**src/sfcp_pkg.sv**
```systemverilog
// ----------------------------------------------------------------------------
// sfcp_pkg
// shared types and constants for the sensor frame checksum parser
// ----------------------------------------------------------------------------
package sfcp_pkg;

    localparam logic [7:0] START_BYTE  = 8'h42;
    localparam int         STORE_DEPTH = 14;
    localparam int         IDX_W       = 4;
    localparam int         WORD_W      = 16;

    typedef enum logic [1:0] {
        ST_HUNT,
        ST_COLLECT,
        ST_READ,
        ST_SHOW
    } t_state;

    // controls for the shared sum / compare unit
    typedef struct packed {
        logic start;
        logic add;
        logic check;
    } t_sum_ctl;

endpackage

```
**src/sfcp_sum_unit.sv**
```systemverilog
// ----------------------------------------------------------------------------
// sfcp_sum_unit
// 16-bit wrapping byte sum with checksum compare
// ----------------------------------------------------------------------------
module sfcp_sum_unit
    import sfcp_pkg::*;
(
    input  logic              i_clk,
    input  logic              i_rst_n,
    input  t_sum_ctl          i_ctl,
    input  logic [7:0]        i_byte,
    input  logic [WORD_W-1:0] i_received,
    output logic              o_ok
);

    logic [WORD_W-1:0] r_sum;
    logic [WORD_W-1:0] n_sum;
    logic              r_ok;
    logic              n_ok;

    always_comb begin
        n_sum = r_sum;
        n_ok  = r_ok;
        if (i_ctl.start) begin
            n_sum = {{(WORD_W-8){1'b0}}, START_BYTE};
        end else if (i_ctl.add) begin
            n_sum = r_sum + {{(WORD_W-8){1'b0}}, i_byte};
        end else if (i_ctl.check) begin
            n_ok  = (r_sum == i_received);
            n_sum = '0;
        end
    end

    always_ff @(posedge i_clk) begin
        if (!i_rst_n) begin
            r_sum <= '0;
            r_ok  <= 1'b0;
        end else begin
            r_sum <= n_sum;
            r_ok  <= n_ok;
        end
    end

    assign o_ok = r_ok;

endmodule

```
**src/sfcp_word_store.sv**
```systemverilog
// ----------------------------------------------------------------------------
// sfcp_word_store
// frame word memory, one write port and one registered read port
// ----------------------------------------------------------------------------
module sfcp_word_store
    import sfcp_pkg::*;
(
    input  logic              i_clk,
    input  logic              i_wr_en,
    input  logic [IDX_W-1:0]  i_wr_addr,
    input  logic [WORD_W-1:0] i_wr_data,
    input  logic              i_rd_en,
    input  logic [IDX_W-1:0]  i_rd_addr,
    output logic [WORD_W-1:0] o_rd_data
);

    logic [WORD_W-1:0] r_mem [STORE_DEPTH];
    logic [WORD_W-1:0] r_rd_data;

    always_ff @(posedge i_clk) begin
        if (i_wr_en) begin
            r_mem[i_wr_addr] <= i_wr_data;
        end
        if (i_rd_en) begin
            r_rd_data <= r_mem[i_rd_addr];
        end
    end

    assign o_rd_data = r_rd_data;

endmodule

```
**src/sensor_frame_checksum_parser_unit.sv**
```systemverilog
// ----------------------------------------------------------------------------
// sensor_frame_checksum_parser_unit
// byte-serial particulate sensor frame parser with checksum check
// ----------------------------------------------------------------------------
// usage
//   input channel: i_valid / o_stall carry one received byte (i_rx_byte)
//   output channel: o_valid / i_stall carry one frame word with its index,
//   the checksum verdict and a last-word flag
//   while hunting, every byte other than the start byte is dropped; the
//   start byte opens a frame of FRAME_BYTES bytes
//   during a frame one byte is taken every cycle (each byte but the
//   high checksum byte passes through the shared sum unit); the second byte is summed but never checked
//   on the last byte the checksum is compared and the block raises o_stall
//   while it plays out the stored words from the word memory
//   each word goes through a memory read (ST_READ), then presentation
//   (ST_SHOW), which lasts as long as the receiver holds i_stall; no new
//   byte is taken until the last word of the frame has been taken
//   a stalled word holds its payload until it is taken
//   reset (synchronous, active low) returns the block to hunting with an
//   empty sum; the word memory is not cleared, every word is written in
//   the frame before it is read
// ----------------------------------------------------------------------------
module sensor_frame_checksum_parser_unit
    import sfcp_pkg::*;
#(
    parameter int FRAME_BYTES = 32
)
(
    input  logic              i_clk,
    input  logic              i_rst_n,
    input  logic              i_valid,
    output logic              o_stall,
    input  logic [7:0]        i_rx_byte,
    output logic              o_valid,
    input  logic              i_stall,
    output logic [IDX_W-1:0]  o_word_index,
    output logic [WORD_W-1:0] o_word_value,
    output logic              o_checksum_ok,
    output logic              o_last_word
);

    // position counter and an extended copy with headroom for compares
    localparam int PW         = $clog2(FRAME_BYTES);
    localparam int XW         = PW + 1;
    localparam int RAW_WORDS  = (FRAME_BYTES - 4) / 2;
    localparam int WORD_COUNT = (RAW_WORDS < STORE_DEPTH) ? RAW_WORDS : STORE_DEPTH;

    localparam logic [XW-1:0]    FB_X      = XW'(FRAME_BYTES);
    localparam logic [XW-1:0]    LAST_X    = XW'(FRAME_BYTES - 1);
    localparam logic [XW-1:0]    DEPTH_X   = XW'(STORE_DEPTH);
    localparam logic [IDX_W-1:0] LAST_WIDX = IDX_W'(WORD_COUNT - 1);

    t_state            r_state;
    t_state            n_state;
    logic [PW-1:0]     r_pos;
    logic [7:0]        r_hold;
    logic [IDX_W-1:0]  r_widx;

    logic              w_in_acc;
    logic              w_out_acc;
    logic [XW-1:0]     w_p;
    logic [XW-1:0]     w_k;
    logic              w_in_data;
    logic              w_high_half;
    logic              w_last_byte;
    logic              w_wr_en;
    logic              w_rd_en;
    logic [WORD_W-1:0] w_rd_data;
    logic              w_ok;
    t_sum_ctl          w_sum_ctl;

    assign w_in_acc  = i_valid && !o_stall;
    assign w_out_acc = o_valid && !i_stall;

    // byte position decode
    assign w_p         = XW'(r_pos);
    assign w_k         = (w_p - XW'(3)) >> 1;
    assign w_in_data   = (w_p >= XW'(2)) && ((w_p + XW'(3)) <= FB_X);
    assign w_high_half = !w_p[0];     // (p - 2) even
    assign w_last_byte = (w_p == LAST_X);

    // data word write: low byte of a pair, within store depth
    assign w_wr_en = (r_state == ST_COLLECT) && w_in_acc && w_in_data
                     && !w_high_half && (w_k < DEPTH_X);

    // shared sum unit control
    always_comb begin
        w_sum_ctl       = '0;
        w_sum_ctl.start = (r_state == ST_HUNT) && w_in_acc && (i_rx_byte == START_BYTE);
        w_sum_ctl.add   = (r_state == ST_COLLECT) && w_in_acc && ((w_p + XW'(2)) < FB_X);
        w_sum_ctl.check = (r_state == ST_COLLECT) && w_in_acc && w_last_byte;
    end

    // next state
    always_comb begin
        n_state = r_state;
        case (r_state)
            ST_HUNT: begin
                if (w_in_acc && (i_rx_byte == START_BYTE)) begin
                    n_state = ST_COLLECT;
                end
            end
            ST_COLLECT: begin
                if (w_in_acc && w_last_byte) begin
                    n_state = ST_READ;
                end
            end
            ST_READ: begin
                n_state = ST_SHOW;
            end
            ST_SHOW: begin
                if (w_out_acc) begin
                    n_state = (r_widx == LAST_WIDX) ? ST_HUNT : ST_READ;
                end
            end
            default: begin
                n_state = ST_HUNT;
            end
        endcase
    end

    // handshake outputs
    always_comb begin
        o_stall = 1'b1;
        o_valid = 1'b0;
        w_rd_en = 1'b0;
        case (r_state)
            ST_HUNT:    o_stall = 1'b0;
            ST_COLLECT: o_stall = 1'b0;
            ST_READ:    w_rd_en = 1'b1;
            ST_SHOW:    o_valid = 1'b1;
            default:    o_stall = 1'b1;
        endcase
    end

    always_ff @(posedge i_clk) begin
        if (!i_rst_n) begin
            r_state <= ST_HUNT;
            r_pos   <= '0;
            r_widx  <= '0;
        end else begin
            r_state <= n_state;
            if ((r_state == ST_HUNT) && w_in_acc && (i_rx_byte == START_BYTE)) begin
                r_pos <= PW'(1);
            end else if ((r_state == ST_COLLECT) && w_in_acc) begin
                r_pos <= w_last_byte ? '0 : r_pos + PW'(1);
            end
            if ((r_state == ST_COLLECT) && w_in_acc && w_last_byte) begin
                r_widx <= '0;
            end else if ((r_state == ST_SHOW) && w_out_acc) begin
                r_widx <= r_widx + IDX_W'(1);
            end
        end
    end

    // high byte of a data pair or of the received checksum
    always_ff @(posedge i_clk) begin
        if ((r_state == ST_COLLECT) && w_in_acc) begin
            if ((w_in_data && w_high_half) || ((w_p + XW'(2)) == FB_X)) begin
                r_hold <= i_rx_byte;
            end
        end
    end

    sfcp_sum_unit u_sum (
        .i_clk      (i_clk),
        .i_rst_n    (i_rst_n),
        .i_ctl      (w_sum_ctl),
        .i_byte     (i_rx_byte),
        .i_received ({r_hold, i_rx_byte}),
        .o_ok       (w_ok)
    );

    sfcp_word_store u_store (
        .i_clk     (i_clk),
        .i_wr_en   (w_wr_en),
        .i_wr_addr (w_k[IDX_W-1:0]),
        .i_wr_data ({r_hold, i_rx_byte}),
        .i_rd_en   (w_rd_en),
        .i_rd_addr (r_widx),
        .o_rd_data (w_rd_data)
    );

    assign o_word_index  = r_widx;
    assign o_word_value  = w_rd_data;
    assign o_checksum_ok = w_ok;
    assign o_last_word   = (r_widx == LAST_WIDX);

endmodule

```
**config.mk**
```make
export PLATFORM = sky130hd
export DESIGN_NAME = sensor_frame_checksum_parser_unit
export DESIGN_NICKNAME = d
export VERILOG_FILES = /design/src/sfcp_pkg.sv /design/src/sfcp_sum_unit.sv /design/src/sfcp_word_store.sv /design/src/sensor_frame_checksum_parser_unit.sv
export SDC_FILE = /design/constraint.sdc
export NUM_CORES = 1
export LEC_CHECK = 0
export ABC_AREA = 1
export BUFFER_PORTS_ARGS = -buffer_cell sky130_fd_sc_hd__buf_2
export CORE_ASPECT_RATIO = 0.75
export CORE_MARGIN = 3
export CORE_UTILIZATION = 40
export CTS_BUF_LIST = sky130_fd_sc_hd__clkbuf_16
export DETAILED_ROUTE_END_ITERATION = 12
export HOLD_SLACK_MARGIN = 0.12
export SLEW_MARGIN = 5
export SYNTH_ARGS = -nofsm -noshare
export SYNTH_HDL_FRONTEND = slang
export SYNTH_SLANG_ARGS = --single-unit
```
**constraint.sdc**
```tcl
create_clock -name i_clk -period 5.1 [get_ports i_clk]
set_input_delay 1.02 -clock i_clk [delete_from_list [all_inputs] [get_ports i_clk]]
set_output_delay 1.02 -clock i_clk [all_outputs]
set_load 0.02 [all_outputs]
```
# Yosys cells after proc, flatten, opt, wreduce, memory -nomap -nowiden
# Memory sizes are Yosys's and may differ from the RTL's. A register that Yosys moved wholly into a read port is not among the register bits.
# Index checks and enable logic that the tools add are counted.
[word_totals]
out_inout_bits = 24
ramBits = 224
input_bits = 12
reg_bits = 36
n_memories = 1
[classes]
mux = 16
add_sub_neg = 6
n_reduce_logical = 28
bitwise_logic = 3
n_eq_ne = 11
order_cmp = 4
[memory_table]
columns = ["name", "depth", "word_bits", "rd", "rd_ports_with_merged_regs", "wr", "line", "source"]
rows = [
  ["u_store.r_mem", 14, 16, 1, 1, 1, "sfcp_word_store.sv:17", "logic [WORD_W-1:0] r_mem [STORE_DEPTH];"],
]
[op_table]
columns = ["op", "count"]
rows = [
  ["$mux 16", 2],
  ["$add 16x8->16", 1],
  ["$eq 16x16->1", 1],
  ["$logic_and 1x1->1", 15],
  ["$add 5x2->6 const B", 2],
  ["$eq 8x7->1 const B", 1],
  ["$mux 2", 4],
  ["$pmux 2 s4", 1],
  ["$mux 1", 7],
  ["$mux 7", 1],
  ["$eq 6x6->1 const B", 1],
  ["$le 6x6->1 const B", 1],
  ["$lt 6x6->1 const B", 1],
  ["$reduce_and 3->1", 2],
  ["$reduce_or 2->1", 3],
  ["$sub 5x2->6 const B", 1],
  ["$add 5x1->5 const B", 1],
  ["$eq 5x5->1 const B", 1],
  ["$ge 5x2->1 const B", 1],
  ["$lt 5x4->1 const B", 1],
  ["$mux 5", 1],
  ["$add 4x1->4 const B", 1],
  ["$eq 2x2->1 const B", 2],
  ["$eq 4x4->1 const B", 1],
  ["10 further kinds", 15],
]

# Depth between registers and ports, before layout
[logic_depth]
ltp_word = 9
ltp_mapped = 11
depth_no_buf = 11

# By module
# Synthesis repeated with hierarchy kept, for this count alone.
[hier_totals]
cells_unflattened = 1304
area_unflattened_um2 = 12535.8
[modules_own_cells]
columns = ["mod", "instances", "seq_area_each_um2", "area_each_um2", "cells_each"]
rows = [
  ["sfcp_word_store", 1, 7206.9, 9902.0, 883],
  ["sfcp_sum_unit", 1, 340.3, 1572.8, 283],
  ["sensor_frame_checksum_parser_unit", 1, 460.4, 1061.0, 138],
]

# Worst setup path before layout
# OpenSTA, ideal clock, no wires.
[synth_timing]
kind = "input to register"
startpoint = "input port i_valid"
endpoint = "memory u_store.r_mem[13][0], enable pin"
cell_stages = 8
t_arrival_ns = 2.356
required_time_ns = 4.712
path_slack_ns = 2.356
cell_sequence = "nand2_4 > nor2_8 > nand2_2 > nor2_1 > nand2_1 > clkinv_2 > nand4_2 > nor2_1"
[synth_via]
elab_chain_len = 7
[synth_rtl]
columns = ["item", "line", "source"]
rows = [
  ["from (decl)", "sensor_frame_checksum_parser_unit.sv:31", "input logic i_valid,"],
  ["$logic_and 1x1->1", "sensor_frame_checksum_parser_unit.sv:72", "assign w_in_acc = i_valid && !o_stall;"],
  ["$logic_and 1x1->1 (2 in series)", "sensor_frame_checksum_parser_unit.sv:83", "assign w_wr_en = (r_state == ST_COLLECT) && w_in_acc && w_in_data"],
  ["$logic_and 1x1->1 (2 in series)", "sensor_frame_checksum_parser_unit.sv:84", "&& !w_high_half && (w_k < DEPTH_X);"],
  ["$mux 1", "sfcp_word_store.sv:21", "if (i_wr_en) begin"],
  ["$mux 1 (implied by the code)", "sfcp_word_store.sv:22", "r_mem[i_wr_addr] <= i_wr_data;"],
  ["to (decl)", "sfcp_word_store.sv:17", ""],
]
# No other way between the ends.

# Worst setup path in the final report
[layout_timing]
startpoint = "register r_widx[1] (netlist: o_word_index[1])"
endpoint = "output port o_word_index[1]"
[layout_rtl]
columns = ["item", "line", "source"]
rows = [
  ["from (decl)", "sensor_frame_checksum_parser_unit.sv:57", "logic [IDX_W-1:0] r_widx;"],
  ["from (signal assigned)", "sensor_frame_checksum_parser_unit.sv:151", "r_widx <= r_widx + IDX_W'(1);"],
  ["to (decl)", "sensor_frame_checksum_parser_unit.sv:36", "output logic [IDX_W-1:0] o_word_index,"],
]
# No word-level cell between the ends.

==> results.cfg <==
[global_route]
use_met3 = 0.0255
grtUsageMet2 = 0.270
use_met1 = 0.290
grt_use_total = 0.184
grt_max_degree = 112
first_global_vias = 7283
grt_pass1_wl_mm = 44.6
antenna_found_initial = 0
grt-busiest-layer = met1
grt-ovfl-total = 0

[logic_synthesis]
yosys_warnings = 0
synth_ff_type = edfxtp_1
synth_edf_count = 248
ys_seq_elements = 276
async_reset_ff_frac = 0
synthCells = 1012
yosys.area.top_type = edfxtp_1
syn_area_per_cell_um2 = 11.6
yosys.area.top_type_share = 0.635
syn_nets = 1040
synth_area_leaders = edfxtp_1 64%, nor2_1 6.1%, o21ai_0 5.2%
ys_types = 50
yosysSeqAreaShare = 0.683
syn_area_mm2 = 0.0117

[clock_tree]
clk_path_buf_depth = 3
cts_resized = 0
clock-sinks = 276
htreeDepth = 1
cts_tree = yes
path_clk_slew_ns = 0.07
hold_buffers = 0
clock_latency_ns = 0.53
postCtsSetupBuffers = 0
clockRootBuffer = clkbuf_16
numCtsBuffers = 27

[worst_hold_path]
min_path_type = flip-flop to flip-flop

[critical_path]
cp_data_arrival_time_ns = 2.16
worstSetupPathType = flip-flop to primary output
cp.required_ns = 4.08
crit_path_start_kind = flip-flop
crit_chain = buf_4 > buf_2
slowest_delay_ns = 0.96
slowest_stage = dfxtp_2
crit_family = flip-flops
cp_num_buf_inv = 2
cp_max_fo = 44
critPathCaptureType = primary output

[floorplan]
fp.dieArea_mm2 = 0.0314
die_h_um = 154
die_w_um = 204
core_mm2 = 0.0284
start_util = 0.412
io_pins = 36
rows = 53

[timing]
max-slew-margin-rel = 0.138
tns_ns = 0
hold_violations = 0
fmaxAchievable_mhz = 315
fin_skew_ns = 0.0102
slew_violations = 0
finalCritPeriodShare = 0.623
tightest_slew_ns = 1.29
fin_crit_ns = 3.18
finalSetupViolCount = 0
rsz0062_at_grt = false

[routing]
dr_total_vias = 7771
detail-route-antenna-nets = 0
drt_first_pass_iters = 5
drc = 0
wl_per_cell_um = 20.3
viasPerCell = 5.39
drtIter0Drc = 690
wirelength_mm = 29.3

[job]
drv_cap = 0

[power_and_ir_drop]
p_leak_nw = 4.57
powerDensity_mw_per_mm2 = 336
ir_worst_vdd_v = 0.000214

[layout]
nets = 1063
areaGrowthSynthToFinish_pct = 11.5
antenna_cells = 0
drive_above_1_share = 0.127
fin_util = 0.459

[outcome]
status = completed

[place]
io_buffer_count = 35
gp_congestion = 0.874
hpwlAfterDp_mm = 17.4
[layout make-up]
type / instances / area (µm²)
sequential: 276 / 8010
fill: 2585 / 15400
inverter: 55 / 214
tap: 385 / 482
clock inverter: 23 / 153
timing repair buffer: 42 / 228
clock buffer: 27 / 676
multi-input combinational: 633 / 3300
[worst paths after layout]
check                   from              endpoint  slack, ns  cells after the start
min           u_sum.r_sum[3]        u_sum.r_sum[3]       0.47                      2
min reg2reg   u_sum.r_sum[3]        u_sum.r_sum[3]       0.47                      2
max          o_word_index[1]       o_word_index[1]       1.92                      2
max reg2reg  o_word_index[0]  u_store.o_rd_data[5]       2.33                      6
[per-stage QoR]
stage / std cells / hold WS (ns) / instance area [µm²] / power, mW / worst slack, ns
finish: 1441 / 0.468 / 13100 / 4.39 / 1.92
global route: 1441 / 0.493 / 13100 / 4.51 / 1.83
detailed placement: 1391 / 0.460 / 12200 / 2.54 / 1.95
global placement: 1391 / 0.455 / 12200 / 2.54 / 1.99
floorplan: 1012 / 0.443 / 11700 / 2.51 / 2.36
CTS: 1441 / 0.471 / 13100 / 4.41 / 1.91
[flip-flops by register name, indices dropped and copies added, names as in the netlist]
name,cells
o_word_index,4
r_hold,8
r_pos,5
r_state,2
u_store.o_rd_data,16
u_store.r_mem,224
u_sum.o_ok,1
u_sum.r_sum,16
[power breakdown]
group | total [mW] | internal [mW] | leakage [nW] | switching, mW
combinational | 0.0511 | 0.0104 | 1.68 | 0.0407
clock | 1.89 | 1.06 | 0.437 | 0.835
sequential | 2.44 | 2.44 | 2.45 | 0.000156
[cell usage after synthesis, types with 2 or more instances]
| cell type | n |
|---|---|
| a21oi_1 | 35 |
| a21oi_2 | 2 |
| a22oi_1 | 6 |
| a31oi_1 | 3 |
| buf_2 | 18 |
| buf_4 | 4 |
| buf_6 | 2 |
| clkbuf_1 | 21 |
| clkbuf_2 | 2 |
| clkinv_1 | 2 |
| dfxtp_1 | 28 |
| edfxtp_1 | 248 |
| ha_1 | 15 |
| inv_1 | 42 |
| inv_2 | 9 |
| nand2_1 | 109 |
| nand2_2 | 7 |
| nand2_4 | 2 |
| nand3_1 | 34 |
| nand3b_1 | 4 |
| nand4_1 | 4 |
| nand4_2 | 4 |
| nor2_1 | 189 |
| nor2_2 | 2 |
| nor2_8 | 2 |
| nor3_1 | 3 |
| nor3_4 | 2 |
| o211ai_1 | 22 |
| o21ai_0 | 121 |
| o21ai_1 | 12 |
| o221ai_1 | 10 |
| o22ai_1 | 22 |
| or2_2 | 5 |
| xnor2_1 | 3 |
| xor2_1 | 3 |
[cells in the final DEF (no fill, tap or decap), drive strengths merged]
| cell | netlist | final |
|---|---|---|
| xnor2 | 3 | 3 |
| ha | 15 | 15 |
| o21ai | 134 | 134 |
| buf | 25 | 42 |
| inv | 52 | 60 |
| xor2 | 3 | 3 |
| clkbuf | 23 | 27 |
| fa | 1 | 1 |
| bufinv | 0 | 2 |
| and3 | 1 | 1 |
| a21oi | 37 | 37 |
| o211ai | 22 | 22 |
| nor2 | 194 | 194 |
| a31oi | 3 | 3 |
| nand2 | 119 | 119 |
| a22oi | 6 | 6 |
| a21boi | 1 | 1 |
| o22ai | 22 | 22 |
| nand3b | 4 | 4 |
| o221ai | 10 | 10 |
| nand3 | 35 | 35 |
| dfxtp | 28 | 28 |
| o21bai | 1 | 1 |
| or2 | 7 | 7 |
| nor4 | 1 | 1 |
| clkinv | 3 | 16 |
| nor3 | 5 | 5 |
| nand4 | 8 | 8 |
| o31ai | 1 | 1 |
| edfxtp | 248 | 248 |
[routing by layer]
layer	vias up	routed length [µm]
met5	-	0
met4	0	629
met3	43	2030
met2	283	12500
met1	3789	14100
li1	3656	-
[cell families after synthesis]
family	count (synthesis)	synth area share
adder cells (fa/ha/maj)	16	0.0177
XOR/XNOR	6	0.00448
buffers and inverters	103	0.0382
AO/OA/AOI/OAI	237	0.115
AND/OR/NAND/NOR	374	0.142
flip-flops	276	0.683
[worst reg2reg max path, cell delays in order, from the launching register on]
cell and delay [ns]:
dfxtp_4 0.36, clkinv_2 0.71, buf_4 0.60, o21ai_0 0.23, o221ai_1 0.28, nand3_1 0.20, o21ai_1 0.11
No activity file was read; power rests on OpenSTA's default activity.
